### src/hw/rtl/bfr_pkg.sv
// Package for the bitmap font text renderer.
// Holds the glyph record, the font table, register codes and sequencer states.
// No dependencies.
package bfr_pkg;

	localparam int CFG_IDX_W = 3;
	localparam int COLOR_W = 24;
	localparam int FIELD_W = 16;
	localparam logic [6:0] CH_SPACE = 7'h20;
	localparam logic [6:0] CH_NEWLINE = 7'h0A;
	localparam logic [6:0] CH_LAST_PRINT = 7'h7E;
	localparam logic [2:0] LINE_H = 3'd7;
	localparam int LINE_ADV = 8;

	typedef enum logic [CFG_IDX_W-1:0] {
		REG_TEXT_COLOR = 3'd0,
		REG_CLIP_X0 = 3'd1,
		REG_CLIP_Y0 = 3'd2,
		REG_CLIP_WIDTH = 3'd3,
		REG_CLIP_HEIGHT = 3'd4,
		REG_MODE_FLAGS = 3'd5
	} reg_idx_t;

	typedef enum logic [1:0] {
		ST_IDLE,
		ST_DECODE,
		ST_SCAN,
		ST_FLUSH
	} seq_state_t;

	typedef struct packed {
		logic [2:0] w;
		logic [2:0] off;
		logic [2:0] n;
		logic [6:0][4:0] rows;
	} glyph_t;

	// Cell position handed to the cell unit each scan cycle.
	typedef struct packed {
		logic inv;
		logic [2:0] x;
		logic [2:0] y;
	} cell_req_t;

	// Control from the sequencer into the output stage.
	typedef struct packed {
		logic push;
		logic flush;
	} ostage_ctrl_t;

	// Status back from the output stage.
	typedef struct packed {
		logic push_ok;
		logic pend_v;
	} ostage_stat_t;

	function automatic glyph_t mk(input int w, input int off, input int n,
			input int r0, input int r1, input int r2, input int r3,
			input int r4, input int r5, input int r6);
		glyph_t g;
		g.w = 3'(w);
		g.off = 3'(off);
		g.n = 3'(n);
		g.rows[0] = 5'(r0);
		g.rows[1] = 5'(r1);
		g.rows[2] = 5'(r2);
		g.rows[3] = 5'(r3);
		g.rows[4] = 5'(r4);
		g.rows[5] = 5'(r5);
		g.rows[6] = 5'(r6);
		return g;
	endfunction

	function automatic glyph_t glyph_lookup(input logic [6:0] ch);
		glyph_t g;
		case (ch)
			7'h20: g = mk(3,7,0,0,0,0,0,0,0,0);
			7'h21: g = mk(1,2,6,1,1,1,1,0,1,0);
			7'h22: g = mk(3,6,2,5,5,0,0,0,0,0);
			7'h23: g = mk(5,1,7,10,10,31,10,31,10,10);
			7'h24: g = mk(3,1,7,2,7,4,7,1,7,2);
			7'h25: g = mk(5,2,5,25,26,4,11,19,0,0);
			7'h26: g = mk(5,2,5,8,20,13,18,13,0,0);
			7'h27: g = mk(1,6,2,1,1,0,0,0,0,0);
			7'h28: g = mk(2,1,7,1,2,2,2,2,2,1);
			7'h29: g = mk(2,1,7,2,1,1,1,1,1,2);
			7'h2A: g = mk(3,5,3,5,2,5,0,0,0,0);
			7'h2B: g = mk(3,3,3,2,7,2,0,0,0,0);
			7'h2C: g = mk(2,1,2,1,2,0,0,0,0,0);
			7'h2D: g = mk(3,4,1,7,0,0,0,0,0,0);
			7'h2E: g = mk(1,1,1,1,0,0,0,0,0,0);
			7'h2F: g = mk(3,2,6,1,1,2,2,4,4,0);
			7'h30: g = mk(3,2,5,7,5,5,5,7,0,0);
			7'h31: g = mk(3,2,5,6,2,2,2,7,0,0);
			7'h32: g = mk(3,2,5,7,1,7,4,7,0,0);
			7'h33: g = mk(3,2,5,7,1,7,1,7,0,0);
			7'h34: g = mk(3,2,5,5,5,7,1,1,0,0);
			7'h35: g = mk(3,2,5,7,4,7,1,7,0,0);
			7'h36: g = mk(3,2,5,7,4,7,5,7,0,0);
			7'h37: g = mk(3,2,5,7,1,1,1,1,0,0);
			7'h38: g = mk(3,2,5,7,5,7,5,7,0,0);
			7'h39: g = mk(3,2,5,7,5,7,1,7,0,0);
			7'h3A: g = mk(1,3,4,1,0,0,1,0,0,0);
			7'h3B: g = mk(1,2,5,1,0,0,1,1,0,0);
			7'h3C: g = mk(3,2,5,1,2,4,2,1,0,0);
			7'h3D: g = mk(3,3,3,7,0,7,0,0,0,0);
			7'h3E: g = mk(3,2,5,4,2,1,2,4,0,0);
			7'h3F: g = mk(4,2,6,14,1,6,4,0,4,0);
			7'h40: g = mk(5,1,7,14,17,23,21,23,16,15);
			7'h41: g = mk(4,2,5,6,9,15,9,9,0,0);
			7'h42: g = mk(4,2,5,14,9,14,9,14,0,0);
			7'h43: g = mk(4,2,5,6,9,8,9,6,0,0);
			7'h44: g = mk(4,2,5,14,9,9,9,14,0,0);
			7'h45: g = mk(3,2,5,7,4,6,4,7,0,0);
			7'h46: g = mk(3,2,5,7,4,6,4,4,0,0);
			7'h47: g = mk(4,2,5,6,8,11,9,6,0,0);
			7'h48: g = mk(4,2,5,9,9,15,9,9,0,0);
			7'h49: g = mk(3,2,5,7,2,2,2,7,0,0);
			7'h4A: g = mk(3,2,5,7,1,1,1,6,0,0);
			7'h4B: g = mk(4,2,5,9,10,12,10,9,0,0);
			7'h4C: g = mk(3,2,5,4,4,4,4,7,0,0);
			7'h4D: g = mk(5,2,5,17,27,21,17,17,0,0);
			7'h4E: g = mk(5,2,5,17,25,21,19,17,0,0);
			7'h4F: g = mk(4,2,5,6,9,9,9,6,0,0);
			7'h50: g = mk(4,2,5,14,9,14,8,8,0,0);
			7'h51: g = mk(4,2,5,6,9,9,10,5,0,0);
			7'h52: g = mk(4,2,5,14,9,14,9,9,0,0);
			7'h53: g = mk(4,2,5,7,8,15,1,14,0,0);
			7'h54: g = mk(5,2,5,31,4,4,4,4,0,0);
			7'h55: g = mk(4,2,5,9,9,9,9,6,0,0);
			7'h56: g = mk(5,2,5,17,17,10,10,4,0,0);
			7'h57: g = mk(5,2,5,17,17,21,27,17,0,0);
			7'h58: g = mk(3,2,5,5,5,2,5,5,0,0);
			7'h59: g = mk(3,2,5,5,5,2,2,2,0,0);
			7'h5A: g = mk(4,2,5,15,1,6,8,15,0,0);
			7'h5B: g = mk(2,2,6,3,2,2,2,2,3,0);
			7'h5C: g = mk(3,2,6,4,4,2,2,1,1,0);
			7'h5D: g = mk(2,2,6,3,1,1,1,1,3,0);
			7'h5E: g = mk(3,6,2,2,5,0,0,0,0,0);
			7'h5F: g = mk(4,1,1,15,0,0,0,0,0,0);
			7'h60: g = mk(2,6,2,2,1,0,0,0,0,0);
			7'h61: g = mk(3,2,3,3,5,3,0,0,0,0);
			7'h62: g = mk(3,2,5,4,4,6,5,6,0,0);
			7'h63: g = mk(3,2,3,3,4,3,0,0,0,0);
			7'h64: g = mk(3,2,5,1,1,3,5,3,0,0);
			7'h65: g = mk(3,1,4,3,7,4,3,0,0,0);
			7'h66: g = mk(3,2,5,1,2,7,2,2,0,0);
			7'h67: g = mk(3,1,4,6,7,1,6,0,0,0);
			7'h68: g = mk(3,2,5,4,4,6,5,5,0,0);
			7'h69: g = mk(3,2,5,2,0,6,2,7,0,0);
			7'h6A: g = mk(2,1,6,1,0,3,1,1,2,0);
			7'h6B: g = mk(3,2,5,4,4,5,6,5,0,0);
			7'h6C: g = mk(2,2,5,2,2,2,2,1,0,0);
			7'h6D: g = mk(5,2,3,26,21,21,0,0,0,0);
			7'h6E: g = mk(3,2,3,6,5,5,0,0,0,0);
			7'h6F: g = mk(3,2,3,2,5,2,0,0,0,0);
			7'h70: g = mk(3,1,4,6,5,6,4,0,0,0);
			7'h71: g = mk(3,1,4,3,5,3,1,0,0,0);
			7'h72: g = mk(3,2,3,5,6,4,0,0,0,0);
			7'h73: g = mk(3,2,4,3,4,1,6,0,0,0);
			7'h74: g = mk(3,2,5,2,7,2,2,2,0,0);
			7'h75: g = mk(3,2,3,5,5,3,0,0,0,0);
			7'h76: g = mk(3,2,3,5,5,2,0,0,0,0);
			7'h77: g = mk(5,2,3,17,21,10,0,0,0,0);
			7'h78: g = mk(3,2,3,5,2,5,0,0,0,0);
			7'h79: g = mk(3,1,4,5,5,2,6,0,0,0);
			7'h7A: g = mk(3,2,4,7,1,4,7,0,0,0);
			7'h7B: g = mk(3,1,7,1,2,2,4,2,2,1);
			7'h7C: g = mk(1,1,7,1,1,1,0,1,1,1);
			7'h7D: g = mk(3,1,7,4,2,2,1,2,2,4);
			7'h7E: g = mk(5,3,3,8,21,2,0,0,0,0);
			default: g = mk(1,7,0,0,0,0,0,0,0,0);
		endcase
		return g;
	endfunction

endpackage

### src/hw/rtl/bfr_if.sv


interface bfr_pix_if import bfr_pkg::*; ();
	logic valid;
	logic ready;
	logic [FIELD_W-1:0] pixel_x;
	logic [FIELD_W-1:0] pixel_y;
	logic [COLOR_W-1:0] pixel_color;
	logic last_pixel;
	modport source(output valid, pixel_x, pixel_y, pixel_color, last_pixel,
		input ready);
	modport sink(input valid, pixel_x, pixel_y, pixel_color, last_pixel,
		output ready);
endinterface


### src/hw/rtl/bfr_out_stage.sv
// Output stage: one pending pixel plus the output register, so the final
// pixel of a character can be marked. Depends on bfr_pkg and bfr_if.
module bfr_out_stage import bfr_pkg::*; (
	input logic clk,
	input logic arst_n,
	input ostage_ctrl_t ctrl,
	input logic [FIELD_W-1:0] px,
	input logic [FIELD_W-1:0] py,
	input logic [COLOR_W-1:0] color,
	output ostage_stat_t stat,
	bfr_pix_if.source pix
);
	logic pend_v_q, out_v_q, out_last_q;
	logic [FIELD_W-1:0] pend_x_q, pend_y_q, out_x_q, out_y_q;
	logic [COLOR_W-1:0] out_c_q;
	logic out_free, push_ok, move;

	assign out_free = !out_v_q || pix.ready;
	assign push_ok = !pend_v_q || out_free;
	assign move = pend_v_q && out_free && ((ctrl.push && push_ok) || ctrl.flush);
	assign stat.push_ok = push_ok;
	assign stat.pend_v = pend_v_q;

	always_ff @(posedge clk or negedge arst_n) begin
		if (!arst_n) begin
			pend_v_q <= 1'b0;
			out_v_q <= 1'b0;
		end else begin
			if (move) out_v_q <= 1'b1;
			else if (pix.ready) out_v_q <= 1'b0;
			if (ctrl.push && push_ok) pend_v_q <= 1'b1;
			else if (move) pend_v_q <= 1'b0;
		end
	end

	always_ff @(posedge clk) begin
		if (ctrl.push && push_ok) begin
			pend_x_q <= px;
			pend_y_q <= py;
		end
		if (move) begin
			out_x_q <= pend_x_q;
			out_y_q <= pend_y_q;
			out_c_q <= color;
			out_last_q <= ctrl.flush && !ctrl.push;
		end
	end

	assign pix.valid = out_v_q;
	assign pix.pixel_x = out_x_q;
	assign pix.pixel_y = out_y_q;
	assign pix.pixel_color = out_c_q;
	assign pix.last_pixel = out_last_q;
endmodule

### src/flat_wrapper.sv
// flat-port wrapper written by rule: the top's interface ports become plain ports
module bfr_out_stage_flat import bfr_pkg::*;
  (clk, arst_n, ctrl, px, py, color, stat, pix_valid, pix_pixel_x, pix_pixel_y, pix_pixel_color, pix_last_pixel, pix_ready);
  bfr_pix_if pix_i ();
  input logic clk;
  input logic arst_n;
  input ostage_ctrl_t ctrl;
  input logic [FIELD_W-1:0] px;
  input logic [FIELD_W-1:0] py;
  input logic [COLOR_W-1:0] color;
  output ostage_stat_t stat;
  output wire logic [$bits(pix_i.valid)-1:0] pix_valid;
  output wire logic [$bits(pix_i.pixel_x)-1:0] pix_pixel_x;
  output wire logic [$bits(pix_i.pixel_y)-1:0] pix_pixel_y;
  output wire logic [$bits(pix_i.pixel_color)-1:0] pix_pixel_color;
  output wire logic [$bits(pix_i.last_pixel)-1:0] pix_last_pixel;
  input wire logic [$bits(pix_i.ready)-1:0] pix_ready;
  assign pix_valid = pix_i.valid;
  assign pix_pixel_x = pix_i.pixel_x;
  assign pix_pixel_y = pix_i.pixel_y;
  assign pix_pixel_color = pix_i.pixel_color;
  assign pix_last_pixel = pix_i.last_pixel;
  assign pix_i.ready = pix_ready;
  bfr_out_stage u_core (.clk(clk), .arst_n(arst_n), .ctrl(ctrl), .px(px), .py(py), .color(color), .stat(stat), .pix(pix_i));
endmodule
### config.mk
export PLATFORM = sky130hd
export DESIGN_NAME = bfr_out_stage_flat
export DESIGN_NICKNAME = d
export VERILOG_FILES = /design/src/hw/rtl/bfr_pkg.sv /design/src/hw/rtl/bfr_if.sv /design/src/hw/rtl/bfr_out_stage.sv /design/src/flat_wrapper.sv
export SDC_FILE = /design/constraint.sdc
export NUM_CORES = 1
export LEC_CHECK = 0
export BUFFER_PORTS_ARGS = -buffer_cell sky130_fd_sc_hd__buf_4
export CAP_MARGIN = 30
export CORE_ASPECT_RATIO = 0.5
export CORE_MARGIN = 3
export CORE_UTILIZATION = 46
export CTS_CLUSTER_SIZE = 25
export DETAILED_ROUTE_END_ITERATION = 10
export PLACE_DENSITY = 0.79
export SKIP_CTS_REPAIR_TIMING = 1
export SYNTH_ARGS = -nofsm -noshare
export SYNTH_HDL_FRONTEND = slang
export SYNTH_SLANG_ARGS = --single-unit
### constraint.sdc
create_clock -name clk -period 4 [get_ports clk]
set_input_delay 0.4 -clock clk [delete_from_list [all_inputs] [get_ports clk]]
set_output_delay 0.4 -clock clk [all_outputs]
set_load 0.02 [all_outputs]
==> impl_metrics.py <==
metrics = {
    "outcome": {
        "status": "completed",
    },
    "layout": {
        "antennaDiodeCount": 0,
        "fin_util_pct": 72.9,
        "area_delta_synth_final_pct": 48.0,
        "num-nets-final": 296,
        "drive_gt1_share_pct": 58.3,
    },
    "yosys": {
        "ys_seq_area_share_pct": 97.3,
        "yosysTopAreaCellShare_pct": 95.5,
        "synth-edff-count": 89,
        "synth_area_leader_cell": "edfxtp_1",
        "ys_ff_latch": 91,
        "syn-num-nets": 164,
        "synth.most_common_cell": "edfxtp_1",
        "synthCells": 103,
        "yosys_most_used_dff": "edfxtp_1",
        "yosysUniqueCellTypes": 10,
        "synth-async-reset-ratio_pct": 2.20,
        "syn_area_mm2": 0.00280,
        "postSynthAreaPerCell_um2": 27.2,
        "yosysWarnings": 0,
        "synth_area_leaders": "edfxtp_1 (96%), dfrtp_1 (1.8%), nor2b_2 (0.63%)",
    },
    "clocking": {
        "cts.sinks": 91,
        "cts-root-buf": "clkbuf_16",
        "cts_buffer_depth": 2,
        "htree_num_levels": 3,
        "clk_pin_slew_ns": 0.06,
        "cts_tree": "done",
        "clk_latency_ns": 0.33,
        "cts_made_buffers": 9,
    },
    "critical_path": {
        "r2r_end": "u_core.pix.pixel_color[13]$_DFFE_PP_",
        "crit_type": "flip-flop to flip-flop",
        "reg2reg_depth": 3,
        "r2r-start": "u_core.pend_v_q$_DFFE_PN0P_",
        "worst-path-max-fanout": 32,
        "end_kind": "flip-flop",
        "cp.required_ns": 3.99,
        "rrSetupSlack_ns": 1.92,
        "worstPathArrival_ns": 2.07,
        "critPathLaunchType": "flip-flop",
        "cp-startpoint": "u_core.pend_v_q$_DFFE_PN0P_",
    },
    "hold_path": {
        "hold_path_end": "u_core.pend_x_q[0]$_DFFE_PP_",
        "hold_path_startpoint": "px[0]",
        "whs_path_depth": 1,
        "hold_class": "input port to flip-flop",
    },
    "sta": {
        "fin_tns_setup_ns": 0,
        "worstMarginPinSlew_ns": 0.729,
        "period_needed_ns": 2.08,
        "rsz0062_at_grt": "false",
        "final-hold-violation-count": 0,
        "max_freq_mhz": 480,
        "period_share_pct": 52.1,
        "max_slew_margin_pct": 51.3,
        "setup_ws_ns": 1.92,
        "setup_viol": 0,
        "hold_ws_ns": 0.243,
        "drv_slew": 0,
        "finClkSkew_ns": 0.00545,
    },
    "placement": {
        "dp_hpwl_mm": 4.11,
        "dp_slack_ns": 1.88,
        "io_buffers": 120,
        "place.gp.congestion": 0.782,
    },
    "die": {
        "pin_count": 121,
        "start_util_pct": 49.2,
        "dieHeight_um": 61.1,
        "die_w_um": 116,
        "fp.dieArea_mm2": 0.00711,
        "core_area_mm2": 0.00568,
        "rows": 19,
    },
    "route": {
        "wl_met2_mm": 3.46,
        "drc": 0,
        "dr.pass1.iters": 4,
        "ant_nets": 0,
        "via_per_inst": 4.75,
        "drt-met1-wl_mm": 2.01,
        "wl_per_cell_um": 18.9,
        "totalWireLength_mm": 5.92,
        "initialDrtViolationCount": 59,
        "num_vias": 1486,
        "wl_met3_um": 280,
        "top_layer": "met4",
    },
    "global_route": {
        "grt_pass1_wl_mm": 8.02,
        "antenna_found_initial": 0,
        "grt_pass1_vias": 1526,
        "grt_usage_pct": 16.2,
        "overflow": 0,
        "grt_max_degree": 33,
    },
    "power": {
        "vdd_drop_max_mv": 0.484,
        "p_total_uw": 2290,
        "pwr_density_cell_mw_per_mm2": 553,
        "p_leak_uw": 0.00165,
    },
    "job": {
        "cap_violations": 0,
    },
}
state kept, by name (all words and copies together) (netlist names):
register and flops:
u_core.pend_x_q 16, u_core.pend_v_q 1, u_core.pix.pixel_color 24, u_core.pix.pixel_y 16, u_core.pix.pixel_x 16, u_core.pix.valid 1, u_core.pend_y_q 16, u_core.pix.last_pixel 1
logic make-up after synthesis:
family          synth area share, %
flops                          97.3
simple gates                   1.39
compound gates                0.760
buf+inv                       0.537
cell usage in the layout (no fill, tap or decap):
master         count
buf_4            121
edfxtp_1          89
clkbuf_16          9
nor2b_2            2
nand2_1            2
bufinv_16          2
clkinv_1           2
dfrtp_1            2
a21boi_4           1
o21ai_1            1
nor2_4             1
nand2b_1           1
nor2_1             1
a21oi_2            1
clkbuf_1           1
clkinv_2           1
clkinvlp_4         1
dlygate4sd3_1      1
buf_12             1
layer usage:
layer	global-route usage, %	vias to the layer above
met1	15.5	730
met5	0	-
met2	31.6	65
met3	5.30	16
li1	-	675
met4	8.93	0
power breakdown:
part           internal, uW  switching [uW]  total [uW]
sequential             1150            26.3        1180
combinational           111             148         259
clock                   541             315         857
total                  1800             489        2290
through the flow:
step,std cells,instance area (um^2)
after global routing,313,4140
after CTS,311,4110
after floorplan,103,2800
final,313,4140
after global placement,295,3800
after detailed placement,295,3800
cell type report:
cell class	instances	area (um^2)
fill	326	1540
timing repair buffer	123	938
clock inverter	6	80.1
multi-input combinational	10	78.8
clock buffer	10	229
tap	73	91.3
sequential	91	2720
critical path, cell delays in order, from the launching register on:
cell and delay (ns):
dfrtp_1 0.45, o21ai_1 0.19, nor2_4 0.60, buf_4 0.49
worst max-delay path by stage:
stage	endpoint
4_1_cts	u_core.pix.pixel_color[3]$_DFFE_PP_
3_5_place_dp	u_core.pix.pixel_color[8]$_DFFE_PP_
3_3_place_gp	u_core.pix.pixel_color[13]$_DFFE_PP_
6_report	u_core.pix.pixel_color[13]$_DFFE_PP_
5_1_grt	u_core.pix.pixel_x[14]$_DFFE_PP_
2_1_floorplan	u_core.pix.last_pixel$_DFFE_PP_
No activity file was read; power rests on OpenSTA's default activity.
