File: config.mk
export PLATFORM = sky130hd
export DESIGN_NAME = bfr_cell_unit
export DESIGN_NICKNAME = d
export VERILOG_FILES = /design/src/hw/rtl/bfr_pkg.sv /design/src/hw/rtl/bfr_cell_unit.sv
export SDC_FILE = /design/constraint.sdc
export NUM_CORES = 1
export LEC_CHECK = 0
export ABC_AREA = 1
export BUFFER_PORTS_ARGS = -buffer_cell sky130_fd_sc_hd__buf_4
export CORE_MARGIN = 5
export CORE_UTILIZATION = 45
export DETAILED_ROUTE_END_ITERATION = 8
export GPL_TIMING_DRIVEN = 0
export MAX_ROUTING_LAYER = met4
export PLACE_DENSITY = 0.83
export SLEW_MARGIN = 5
export SYNTH_ARGS = -nofsm -noshare
export SYNTH_HDL_FRONTEND = slang
export SYNTH_SLANG_ARGS = --single-unit
File: constraint.sdc
create_clock -name vclk -period 3.6
set_input_delay 0.54 -clock vclk [all_inputs]
set_output_delay 0.54 -clock vclk [all_outputs]
set_load 0.02 [all_outputs]
File: src/hw/rtl/bfr_pkg.sv
// Package for the bitmap font text renderer.
// Holds the glyph record, the font table, register codes and sequencer states.
// No dependencies.
package bfr_pkg;

	localparam int CFG_IDX_W = 3;
	localparam int COLOR_W = 24;
	localparam int FIELD_W = 16;
	localparam logic [6:0] CH_SPACE = 7'h20;
	localparam logic [6:0] CH_NEWLINE = 7'h0A;
	localparam logic [6:0] CH_LAST_PRINT = 7'h7E;
	localparam logic [2:0] LINE_H = 3'd7;
	localparam int LINE_ADV = 8;

	typedef enum logic [CFG_IDX_W-1:0] {
		REG_TEXT_COLOR = 3'd0,
		REG_CLIP_X0 = 3'd1,
		REG_CLIP_Y0 = 3'd2,
		REG_CLIP_WIDTH = 3'd3,
		REG_CLIP_HEIGHT = 3'd4,
		REG_MODE_FLAGS = 3'd5
	} reg_idx_t;

	typedef enum logic [1:0] {
		ST_IDLE,
		ST_DECODE,
		ST_SCAN,
		ST_FLUSH
	} seq_state_t;

	typedef struct packed {
		logic [2:0] w;
		logic [2:0] off;
		logic [2:0] n;
		logic [6:0][4:0] rows;
	} glyph_t;

	// Cell position handed to the cell unit each scan cycle.
	typedef struct packed {
		logic inv;
		logic [2:0] x;
		logic [2:0] y;
	} cell_req_t;

	// Control from the sequencer into the output stage.
	typedef struct packed {
		logic push;
		logic flush;
	} ostage_ctrl_t;

	// Status back from the output stage.
	typedef struct packed {
		logic push_ok;
		logic pend_v;
	} ostage_stat_t;

	function automatic glyph_t mk(input int w, input int off, input int n,
			input int r0, input int r1, input int r2, input int r3,
			input int r4, input int r5, input int r6);
		glyph_t g;
		g.w = 3'(w);
		g.off = 3'(off);
		g.n = 3'(n);
		g.rows[0] = 5'(r0);
		g.rows[1] = 5'(r1);
		g.rows[2] = 5'(r2);
		g.rows[3] = 5'(r3);
		g.rows[4] = 5'(r4);
		g.rows[5] = 5'(r5);
		g.rows[6] = 5'(r6);
		return g;
	endfunction

	function automatic glyph_t glyph_lookup(input logic [6:0] ch);
		glyph_t g;
		case (ch)
			7'h20: g = mk(3,7,0,0,0,0,0,0,0,0);
			7'h21: g = mk(1,2,6,1,1,1,1,0,1,0);
			7'h22: g = mk(3,6,2,5,5,0,0,0,0,0);
			7'h23: g = mk(5,1,7,10,10,31,10,31,10,10);
			7'h24: g = mk(3,1,7,2,7,4,7,1,7,2);
			7'h25: g = mk(5,2,5,25,26,4,11,19,0,0);
			7'h26: g = mk(5,2,5,8,20,13,18,13,0,0);
			7'h27: g = mk(1,6,2,1,1,0,0,0,0,0);
			7'h28: g = mk(2,1,7,1,2,2,2,2,2,1);
			7'h29: g = mk(2,1,7,2,1,1,1,1,1,2);
			7'h2A: g = mk(3,5,3,5,2,5,0,0,0,0);
			7'h2B: g = mk(3,3,3,2,7,2,0,0,0,0);
			7'h2C: g = mk(2,1,2,1,2,0,0,0,0,0);
			7'h2D: g = mk(3,4,1,7,0,0,0,0,0,0);
			7'h2E: g = mk(1,1,1,1,0,0,0,0,0,0);
			7'h2F: g = mk(3,2,6,1,1,2,2,4,4,0);
			7'h30: g = mk(3,2,5,7,5,5,5,7,0,0);
			7'h31: g = mk(3,2,5,6,2,2,2,7,0,0);
			7'h32: g = mk(3,2,5,7,1,7,4,7,0,0);
			7'h33: g = mk(3,2,5,7,1,7,1,7,0,0);
			7'h34: g = mk(3,2,5,5,5,7,1,1,0,0);
			7'h35: g = mk(3,2,5,7,4,7,1,7,0,0);
			7'h36: g = mk(3,2,5,7,4,7,5,7,0,0);
			7'h37: g = mk(3,2,5,7,1,1,1,1,0,0);
			7'h38: g = mk(3,2,5,7,5,7,5,7,0,0);
			7'h39: g = mk(3,2,5,7,5,7,1,7,0,0);
			7'h3A: g = mk(1,3,4,1,0,0,1,0,0,0);
			7'h3B: g = mk(1,2,5,1,0,0,1,1,0,0);
			7'h3C: g = mk(3,2,5,1,2,4,2,1,0,0);
			7'h3D: g = mk(3,3,3,7,0,7,0,0,0,0);
			7'h3E: g = mk(3,2,5,4,2,1,2,4,0,0);
			7'h3F: g = mk(4,2,6,14,1,6,4,0,4,0);
			7'h40: g = mk(5,1,7,14,17,23,21,23,16,15);
			7'h41: g = mk(4,2,5,6,9,15,9,9,0,0);
			7'h42: g = mk(4,2,5,14,9,14,9,14,0,0);
			7'h43: g = mk(4,2,5,6,9,8,9,6,0,0);
			7'h44: g = mk(4,2,5,14,9,9,9,14,0,0);
			7'h45: g = mk(3,2,5,7,4,6,4,7,0,0);
			7'h46: g = mk(3,2,5,7,4,6,4,4,0,0);
			7'h47: g = mk(4,2,5,6,8,11,9,6,0,0);
			7'h48: g = mk(4,2,5,9,9,15,9,9,0,0);
			7'h49: g = mk(3,2,5,7,2,2,2,7,0,0);
			7'h4A: g = mk(3,2,5,7,1,1,1,6,0,0);
			7'h4B: g = mk(4,2,5,9,10,12,10,9,0,0);
			7'h4C: g = mk(3,2,5,4,4,4,4,7,0,0);
			7'h4D: g = mk(5,2,5,17,27,21,17,17,0,0);
			7'h4E: g = mk(5,2,5,17,25,21,19,17,0,0);
			7'h4F: g = mk(4,2,5,6,9,9,9,6,0,0);
			7'h50: g = mk(4,2,5,14,9,14,8,8,0,0);
			7'h51: g = mk(4,2,5,6,9,9,10,5,0,0);
			7'h52: g = mk(4,2,5,14,9,14,9,9,0,0);
			7'h53: g = mk(4,2,5,7,8,15,1,14,0,0);
			7'h54: g = mk(5,2,5,31,4,4,4,4,0,0);
			7'h55: g = mk(4,2,5,9,9,9,9,6,0,0);
			7'h56: g = mk(5,2,5,17,17,10,10,4,0,0);
			7'h57: g = mk(5,2,5,17,17,21,27,17,0,0);
			7'h58: g = mk(3,2,5,5,5,2,5,5,0,0);
			7'h59: g = mk(3,2,5,5,5,2,2,2,0,0);
			7'h5A: g = mk(4,2,5,15,1,6,8,15,0,0);
			7'h5B: g = mk(2,2,6,3,2,2,2,2,3,0);
			7'h5C: g = mk(3,2,6,4,4,2,2,1,1,0);
			7'h5D: g = mk(2,2,6,3,1,1,1,1,3,0);
			7'h5E: g = mk(3,6,2,2,5,0,0,0,0,0);
			7'h5F: g = mk(4,1,1,15,0,0,0,0,0,0);
			7'h60: g = mk(2,6,2,2,1,0,0,0,0,0);
			7'h61: g = mk(3,2,3,3,5,3,0,0,0,0);
			7'h62: g = mk(3,2,5,4,4,6,5,6,0,0);
			7'h63: g = mk(3,2,3,3,4,3,0,0,0,0);
			7'h64: g = mk(3,2,5,1,1,3,5,3,0,0);
			7'h65: g = mk(3,1,4,3,7,4,3,0,0,0);
			7'h66: g = mk(3,2,5,1,2,7,2,2,0,0);
			7'h67: g = mk(3,1,4,6,7,1,6,0,0,0);
			7'h68: g = mk(3,2,5,4,4,6,5,5,0,0);
			7'h69: g = mk(3,2,5,2,0,6,2,7,0,0);
			7'h6A: g = mk(2,1,6,1,0,3,1,1,2,0);
			7'h6B: g = mk(3,2,5,4,4,5,6,5,0,0);
			7'h6C: g = mk(2,2,5,2,2,2,2,1,0,0);
			7'h6D: g = mk(5,2,3,26,21,21,0,0,0,0);
			7'h6E: g = mk(3,2,3,6,5,5,0,0,0,0);
			7'h6F: g = mk(3,2,3,2,5,2,0,0,0,0);
			7'h70: g = mk(3,1,4,6,5,6,4,0,0,0);
			7'h71: g = mk(3,1,4,3,5,3,1,0,0,0);
			7'h72: g = mk(3,2,3,5,6,4,0,0,0,0);
			7'h73: g = mk(3,2,4,3,4,1,6,0,0,0);
			7'h74: g = mk(3,2,5,2,7,2,2,2,0,0);
			7'h75: g = mk(3,2,3,5,5,3,0,0,0,0);
			7'h76: g = mk(3,2,3,5,5,2,0,0,0,0);
			7'h77: g = mk(5,2,3,17,21,10,0,0,0,0);
			7'h78: g = mk(3,2,3,5,2,5,0,0,0,0);
			7'h79: g = mk(3,1,4,5,5,2,6,0,0,0);
			7'h7A: g = mk(3,2,4,7,1,4,7,0,0,0);
			7'h7B: g = mk(3,1,7,1,2,2,4,2,2,1);
			7'h7C: g = mk(1,1,7,1,1,1,0,1,1,1);
			7'h7D: g = mk(3,1,7,4,2,2,1,2,2,4);
			7'h7E: g = mk(5,3,3,8,21,2,0,0,0,0);
			default: g = mk(1,7,0,0,0,0,0,0,0,0);
		endcase
		return g;
	endfunction

endpackage

File: src/hw/rtl/bfr_cell_unit.sv
// Shared cell unit: glyph bit test, absolute position and clip test for one cell.
// Depends on bfr_pkg.
module bfr_cell_unit import bfr_pkg::*; #(
	parameter int CW = 16
) (
	input glyph_t g,
	input cell_req_t req,
	input logic [CW-1:0] col,
	input logic [CW-1:0] row,
	input logic [FIELD_W-1:0] clip_x0,
	input logic [FIELD_W-1:0] clip_y0,
	input logic [FIELD_W-1:0] clip_width,
	input logic [FIELD_W-1:0] clip_height,
	output logic emit,
	output logic [FIELD_W-1:0] px,
	output logic [FIELD_W-1:0] py
);
	localparam int XW = ((CW > FIELD_W) ? CW : FIELD_W) + 2;

	logic [2:0] sy, r, ridx, bidx;
	logic on_row, bit_set, in_box, cell_on;
	logic [CW:0] ax, ay;
	logic [XW-1:0] ex, ey, xlo, xhi, ylo, yhi;
	logic in_clip;

	always_comb begin
		sy = LINE_H - g.off;
		r = sy - req.y;
		ridx = g.n - 3'd1 - r;
		bidx = g.w - 3'd1 - req.x;
		on_row = (req.y <= sy) && (r < g.n) && (req.x < g.w);
		bit_set = on_row && g.rows[ridx][bidx];
		in_box = (req.x < g.w) && (req.y <= sy);
		cell_on = req.inv ? (!in_box || !bit_set) : bit_set;
		ax = {1'b0, col} + (CW+1)'(req.x);
		ay = {1'b0, row} + (CW+1)'(req.y);
		ex = XW'(ax);
		ey = XW'(ay);
		xlo = XW'(clip_x0);
		ylo = XW'(clip_y0);
		xhi = XW'(clip_x0) + XW'(clip_width);
		yhi = XW'(clip_y0) + XW'(clip_height);
		// drop cells past the coordinate range
		in_clip = !ax[CW] && !ay[CW] && (ex >= xlo) && (ex < xhi)
			&& (ey >= ylo) && (ey < yhi);
		emit = cell_on && in_clip;
		px = FIELD_W'(ax[CW-1:0]);
		py = FIELD_W'(ay[CW-1:0]);
	end
endmodule

==> results.py, run 1 <==
metrics = {
    "routing": {
        "wire_per_inst_um": 12.6,
        "drc": 0,
        "drt-total-wl_um": 13300,
        "drt_pre_antenna_iters": 5,
        "num_vias": 5280,
        "ant_nets": 0,
        "viasPerCell": 5.00,
        "drt_iter0_drc": 273,
    },
    "setup_path": {
        "cpMaxStageDelayCell": "fa_1",
        "required_ns": 3.06,
        "crit_arrival_ns": 3.57,
        "critical_path_buf_inv_count": 3,
        "critPathMaxStageDelay_ns": 0.44,
        "startpoint_type": "input port",
        "cp_top_family": "simple AND/OR/NAND/NOR gates",
        "cpMostUsedCell": "nand2_1",
        "path_max_fanout": 5,
        "worstPathCellList": "buf_4 > ha_1 > inv_1 > fa_1 > o21ai_4 > and3_1 > nand2_1 > xor2_2 > ha_1 > nand2_1 > nor4_1 > nand4_1 > nand3_1 > nand2_1 > nand2_1 > nand3_2 > nor2_4 > buf_6",
        "crit_path_end_kind": "primary output",
        "crit_type": "in2out",
    },
    "sta": {
        "rsz0062_at_grt": "true",
        "fin_setup_tns_ns": -0.506,
        "finalSetupViolCount": 1,
        "holdWs_ns": 1.43,
        "hold_violations": 0,
        "worstMarginPinSlew_ns": 0.429,
        "period_share_pct": 114,
        "slew_headroom_pct": 71.2,
        "min_period_ns": 4.11,
        "fmax_mhz": 244,
        "drv_slew": 0,
        "setup_slack_ns": -0.506,
    },
    "cells_and_area": {
        "seqCellArea_sq_um": 0,
        "final_common_cell": "nand2_1",
        "clkbuf_count": 0,
        "fillCellCount": 915,
        "final_cell_mix": "191 x nand2_1, 184 x buf_4, 136 x inv_1",
        "area_growth_pct": 39.1,
        "fin_area_sq_um": 6310,
        "drive_gt1_share_pct": 26.4,
        "nFlopsAndLatches": 0,
        "utilization_pct": 64.3,
        "finalNetCount": 1188,
        "diodes": 0,
        "multi_input_area_sq_um": 4160,
    },
    "power": {
        "vdd_ir_drop_max_mv": 0.103,
        "swShare_pct": 55.2,
        "clkPwrFrac_pct": 0,
        "switchingPower_uw": 643,
        "power_frac_seq_pct": 0,
        "power_density_nw_per_um2": 185,
        "p_int_uw": 521,
        "p_leak_uw": 0.00365,
        "comb_power_share_pct": 100.0,
        "power_uw": 1160,
    },
    "global_route": {
        "grt_pass1_wl_um": 21800,
        "grt_max_degree": 11,
        "antenna_found_initial": 0,
        "grt_pass1_vias": 5004,
        "grt_use_total_pct": 20.7,
        "overflow": 0,
    },
    "synth": {
        "syn_area_per_cell_sq_um": 6.16,
        "synth.top_cell.area_share_pct": 30.1,
        "synth_nets": 1000,
        "post-synth-top-area-cell": "ha_1",
        "syn_area_sq_um": 4540,
        "yosys_warnings": 0,
        "syn-instance-count": 737,
        "yosys-top-cells-area": "ha_1 30%, nand2_1 16%, inv_1 11%, xor2_1 7.1%, nand3_1 5.7%",
        "synth.distinct_cells": 40,
        "seq_area_frac_synth_pct": 0,
    },
    "worst_hold_path": {
        "hp-class": "in2out",
    },
    "floorplan": {
        "fp.dieArea_sq_um": 12200,
        "io_pins": 180,
        "design.core.area_sq_um": 9820,
        "die_w_um": 110,
        "start_util_pct": 46.2,
        "row_count": 36,
        "die_height_um": 110,
    },
    "clocking": {
        "ctsHoldBuffers": 0,
    },
    "placement": {
        "portBuffers": 180,
        "place_congestion": 0.926,
        "dp_hpwl_um": 11900,
        "placed_area_sq_um": 6120,
    },
    "run": {
        "maxCapViolCount": 0,
    },
    "status": {
        "status": "finished with violations",
        "violations": "setup timing",
    },
}
==> final timing paths <==
kind | start | endpoint | slack, ns | depth (start not counted)
setup / recovery | req[0] | emit | -0.51 | 18
hold / removal | col[0] | px[0] | 1.43 | 3
==> cells in the mapped netlist (2+ instances only) <==
library cell and instances:
a211oi_1 5, a21boi_1 3, a21o_1 4, a21oi_1 48, a31oi_1 3, buf_6 3, fa_1 7, ha_1 109
inv_1 137, inv_2 2, nand2_1 195, nand2_2 5, nand3_1 52, nand3b_1 6, nand4_1 12, nor2_1 41
nor3_1 7, nor3b_1 3, nor4_1 5, o211ai_1 4, o21ai_0 9, o21ai_1 6, o21ai_2 5, xnor2_1 14
xor2_1 37
==> through the flow <==
stage	worst slack [ns]	cells
final	-0.506	1056
after global routing	-0.735	1056
after CTS	-0.548	1054
after detailed placement	-0.955	1050
after global placement	-0.923	1050
after floorplan	-0.144	737
==> timing repair <==
item,4_1_cts,5_1_grt
resized for setup,22,12
setup endpoints to repair,1,1
cloned,0,0
buffers inserted,4,2
pin swaps,18,16
==> logic make-up after synthesis <==
kind of cell	after synthesis	share of synthesized area, %
AOI/OAI and AO/OA	91	11.9
adders and majority gates	116	33.1
buffers and inverters	144	12.5
and+or+nand+nor	335	32.6
xor gates and xnor gates	51	9.85
==> metal layers <==
metal / vias to the layer above / GRT usage (%) / wire (um)
met5: - / - / 0
met4: 0 / 2.46 / 159
met3: 10 / 2.68 / 946
met2: 207 / 35.8 / 6260
met1: 2286 / 26.7 / 5910
li1: 2777 / - / -
==> area by class of cell <==
| cell class | instances | area share [%] |
|---|---|---|
| buffer | 4 | 0.654 |
| timing repair buffer | 186 | 22.4 |
| inverter | 140 | 8.37 |
| tap | 133 | 2.64 |
| multi-input combinational | 593 | 66.0 |
==> power by group through the flow <==
stage	Sequential, uW	Clock, uW	Combinational, uW
after global routing	0	0	1320
final	0	0	1160
after CTS	0	0	1150
after floorplan	0	0	758
after detailed placement	0	0	1120
after global placement	0	0	1100
Note: power is estimated with default switching activity, not from simulation.
==> run 2: changes to the inputs <==
--- a/config.mk
+++ b/config.mk
@@ -5,14 +5,13 @@
 export SDC_FILE = /design/constraint.sdc
 export NUM_CORES = 1
 export LEC_CHECK = 0
-export ABC_AREA = 1
 export BUFFER_PORTS_ARGS = -buffer_cell sky130_fd_sc_hd__buf_4
 export CORE_MARGIN = 5
 export CORE_UTILIZATION = 45
 export DETAILED_ROUTE_END_ITERATION = 8
 export GPL_TIMING_DRIVEN = 0
 export MAX_ROUTING_LAYER = met4
-export PLACE_DENSITY = 0.83
+export PLACE_DENSITY = 0.84
 export SLEW_MARGIN = 5
 export SYNTH_ARGS = -nofsm -noshare
 export SYNTH_HDL_FRONTEND = slang
==> results.py, run 2 <==
metrics = {
    "status": {
        "status": "finished with violations",
        "violations": "setup timing",
    },
    "setup_path": {
        "crit_path_end_kind": "primary output",
        "crit_type": "in2out",
        "required_ns": 3.06,
        "crit_start": "clip_y0[0]",
        "startpoint_type": "input port",
        "path_max_fanout": 3,
        "crit_arrival_ns": 4.10,
    },
    "global_route": {
        "grt_max_degree": 11,
        "grt_pass1_vias": 4871,
        "antenna_found_initial": 0,
        "grt_use_total_pct": 22.4,
        "gr-max-usage-layer": "met2",
        "grt_pass1_wl_um": 21100,
        "overflow": 0,
        "met2_usage_pct": 43.9,
        "grt_util_met3_pct": 1.34,
        "grt_use_met1_pct": 25.4,
    },
    "cells_and_area": {
        "final_common_cell": "buf_4",
        "nFlopsAndLatches": 0,
        "seqCellArea_sq_um": 0,
        "drive_gt1_share_pct": 31.8,
        "fin_area_sq_um": 5810,
        "diodes": 0,
        "final_cell_mix": "184 x buf_4, 106 x ha_1, 59 x inv_1",
        "clkbuf_count": 0,
        "utilization_pct": 63.8,
        "area_growth_pct": 40.4,
        "finalNetCount": 979,
    },
    "synth": {
        "syn_area_sq_um": 4140,
        "synth.most_common_cell": "ha_1",
        "seq_area_frac_synth_pct": 0,
        "syn-instance-count": 530,
        "synth.top_cell.area_share_pct": 33.0,
        "synth.distinct_cells": 58,
        "yosys-top-cells-area": "ha_1 33%, xnor2_1 6.6%, inv_1 5.4%, xor2_1 4.7%, a21oi_1 4.6%",
        "synth_nets": 793,
        "post-synth-top-area-cell": "ha_1",
        "syn_area_per_cell_sq_um": 7.81,
        "synthTopCellsByCount": "109 x ha_1, 59 x inv_1, 38 x a21oi_1",
        "yosys_warnings": 0,
    },
    "floorplan": {
        "row_count": 35,
        "die_height_um": 106,
        "design.core.area_sq_um": 9110,
        "fp.dieArea_sq_um": 11200,
        "io_pins": 180,
        "die_w_um": 106,
        "start_util_pct": 45.4,
    },
    "power": {
        "vdd_ir_drop_max_mv": 0.148,
        "power_uw": 1090,
        "p_leak_uw": 0.00302,
        "power_density_nw_per_um2": 187,
    },
    "sta": {
        "fmax_mhz": 215,
        "hold_violations": 0,
        "min_period_ns": 4.64,
        "period_share_pct": 129,
        "worstMarginPinSlew_ns": 0.559,
        "rsz0062_at_grt": "true",
        "finalSetupViolCount": 1,
        "slew_headroom_pct": 62.4,
        "holdWs_ns": 1.44,
        "drv_slew": 0,
        "setup_slack_ns": -1.04,
    },
    "routing": {
        "wire_per_inst_um": 15.3,
        "drt_pre_antenna_iters": 4,
        "drt_iter0_drc": 121,
        "drc": 0,
        "drt-total-wl_um": 12700,
        "num_vias": 4580,
        "viasPerCell": 5.55,
        "ant_nets": 0,
    },
    "run": {
        "maxCapViolCount": 0,
    },
    "worst_hold_path": {
        "hold_start": "col[0]",
        "hp-class": "in2out",
    },
    "clocking": {
        "ctsHoldBuffers": 0,
    },
    "placement": {
        "dp_hpwl_um": 11300,
        "placed_area_sq_um": 5690,
        "portBuffers": 180,
        "place_congestion": 0.878,
    },
}
run 2: cell types whose count changed in the layout (fill, tap and decap cells not counted), sizes merged, moves of 15 or more:
cell    previous run  this run
nand2            200        32
inv              140        59
nand3             53        15
a21o               4        22
xnor2             14        31
nand2b             0        16
xor2              37        22
run 2: where the power goes:
group / leakage (uW) / total (uW) / switching [uW] / internal, uW
clock: 0 / 0 / 0 / 0
sequential: 0 / 0 / 0 / 0
combinational: 0.00302 / 1090 / 546 / 541
total: 0.00302 / 1090 / 546 / 541
run 2: worst paths after layout:
check	end	slack [ns]	cells after the start
worst max-delay path	emit	-1.04	19
worst min-delay path	px[0]	1.44	3
run 2: routing by layer:
layer,share of wire (%),vias up,routed length [um]
met3,4.4,16,555
met1,40,2114,5100
met5,0,-,0
met4,1.3,0,165
met2,54,129,6840
li1,-,2321,-
run 2: timing repair:
item                       CTS  global route
pin swaps                    8             0
gates resized for setup     16             1
setup endpoints to repair    1             1
buffers inserted             4             0
run 2: metrics by stage:
stage	setup TNS, ns	setup WS [ns]	std cells
after floorplan	-0.756	-0.756	530
after global placement	-1.37	-1.37	821
after detailed placement	-1.48	-1.48	821
after CTS	-1.01	-1.01	825
after global routing	-1.24	-1.24	825
final	-1.04	-1.04	825
run 2: critical path: stages:
cell	delay, ns
buf_4	0.09
ha_2	0.20
inv_1	0.07
fa_2	0.35
nor2b_1	0.17
o21ai_2	0.11
a21oi_2	0.22
o21ai_2	0.11
a21oi_2	0.17
a21oi_1	0.10
xnor2_1	0.13
ha_1	0.19
a2111o_1	0.36
a2111oi_4	0.24
o21ai_2	0.15
a2111oi_4	0.35
o211ai_1	0.17
a211oi_2	0.19
buf_4	0.17
run 2: kinds of logic (layout without fill, tap and decap cells):
group,count (synthesis),after routing,synth area share (%)
muxes,12,12,5.14
adders and majority gates,116,116,36.3
buffers and inverters,61,245,5.75
AOI/OAI and AO/OA,144,144,23.8
xor gates and xnor gates,53,53,11.2
and+or+nand+nor,144,144,17.7
run 2: final cells by class:
type | instances | area, sq um
Tap cell | 111 | 139
Fill cell | 802 | 3300
Buffer | 2 | 16.3
Timing Repair Buffer | 184 | 1380
Multi-Input combinational cell | 469 | 4050
Inverter | 59 | 221
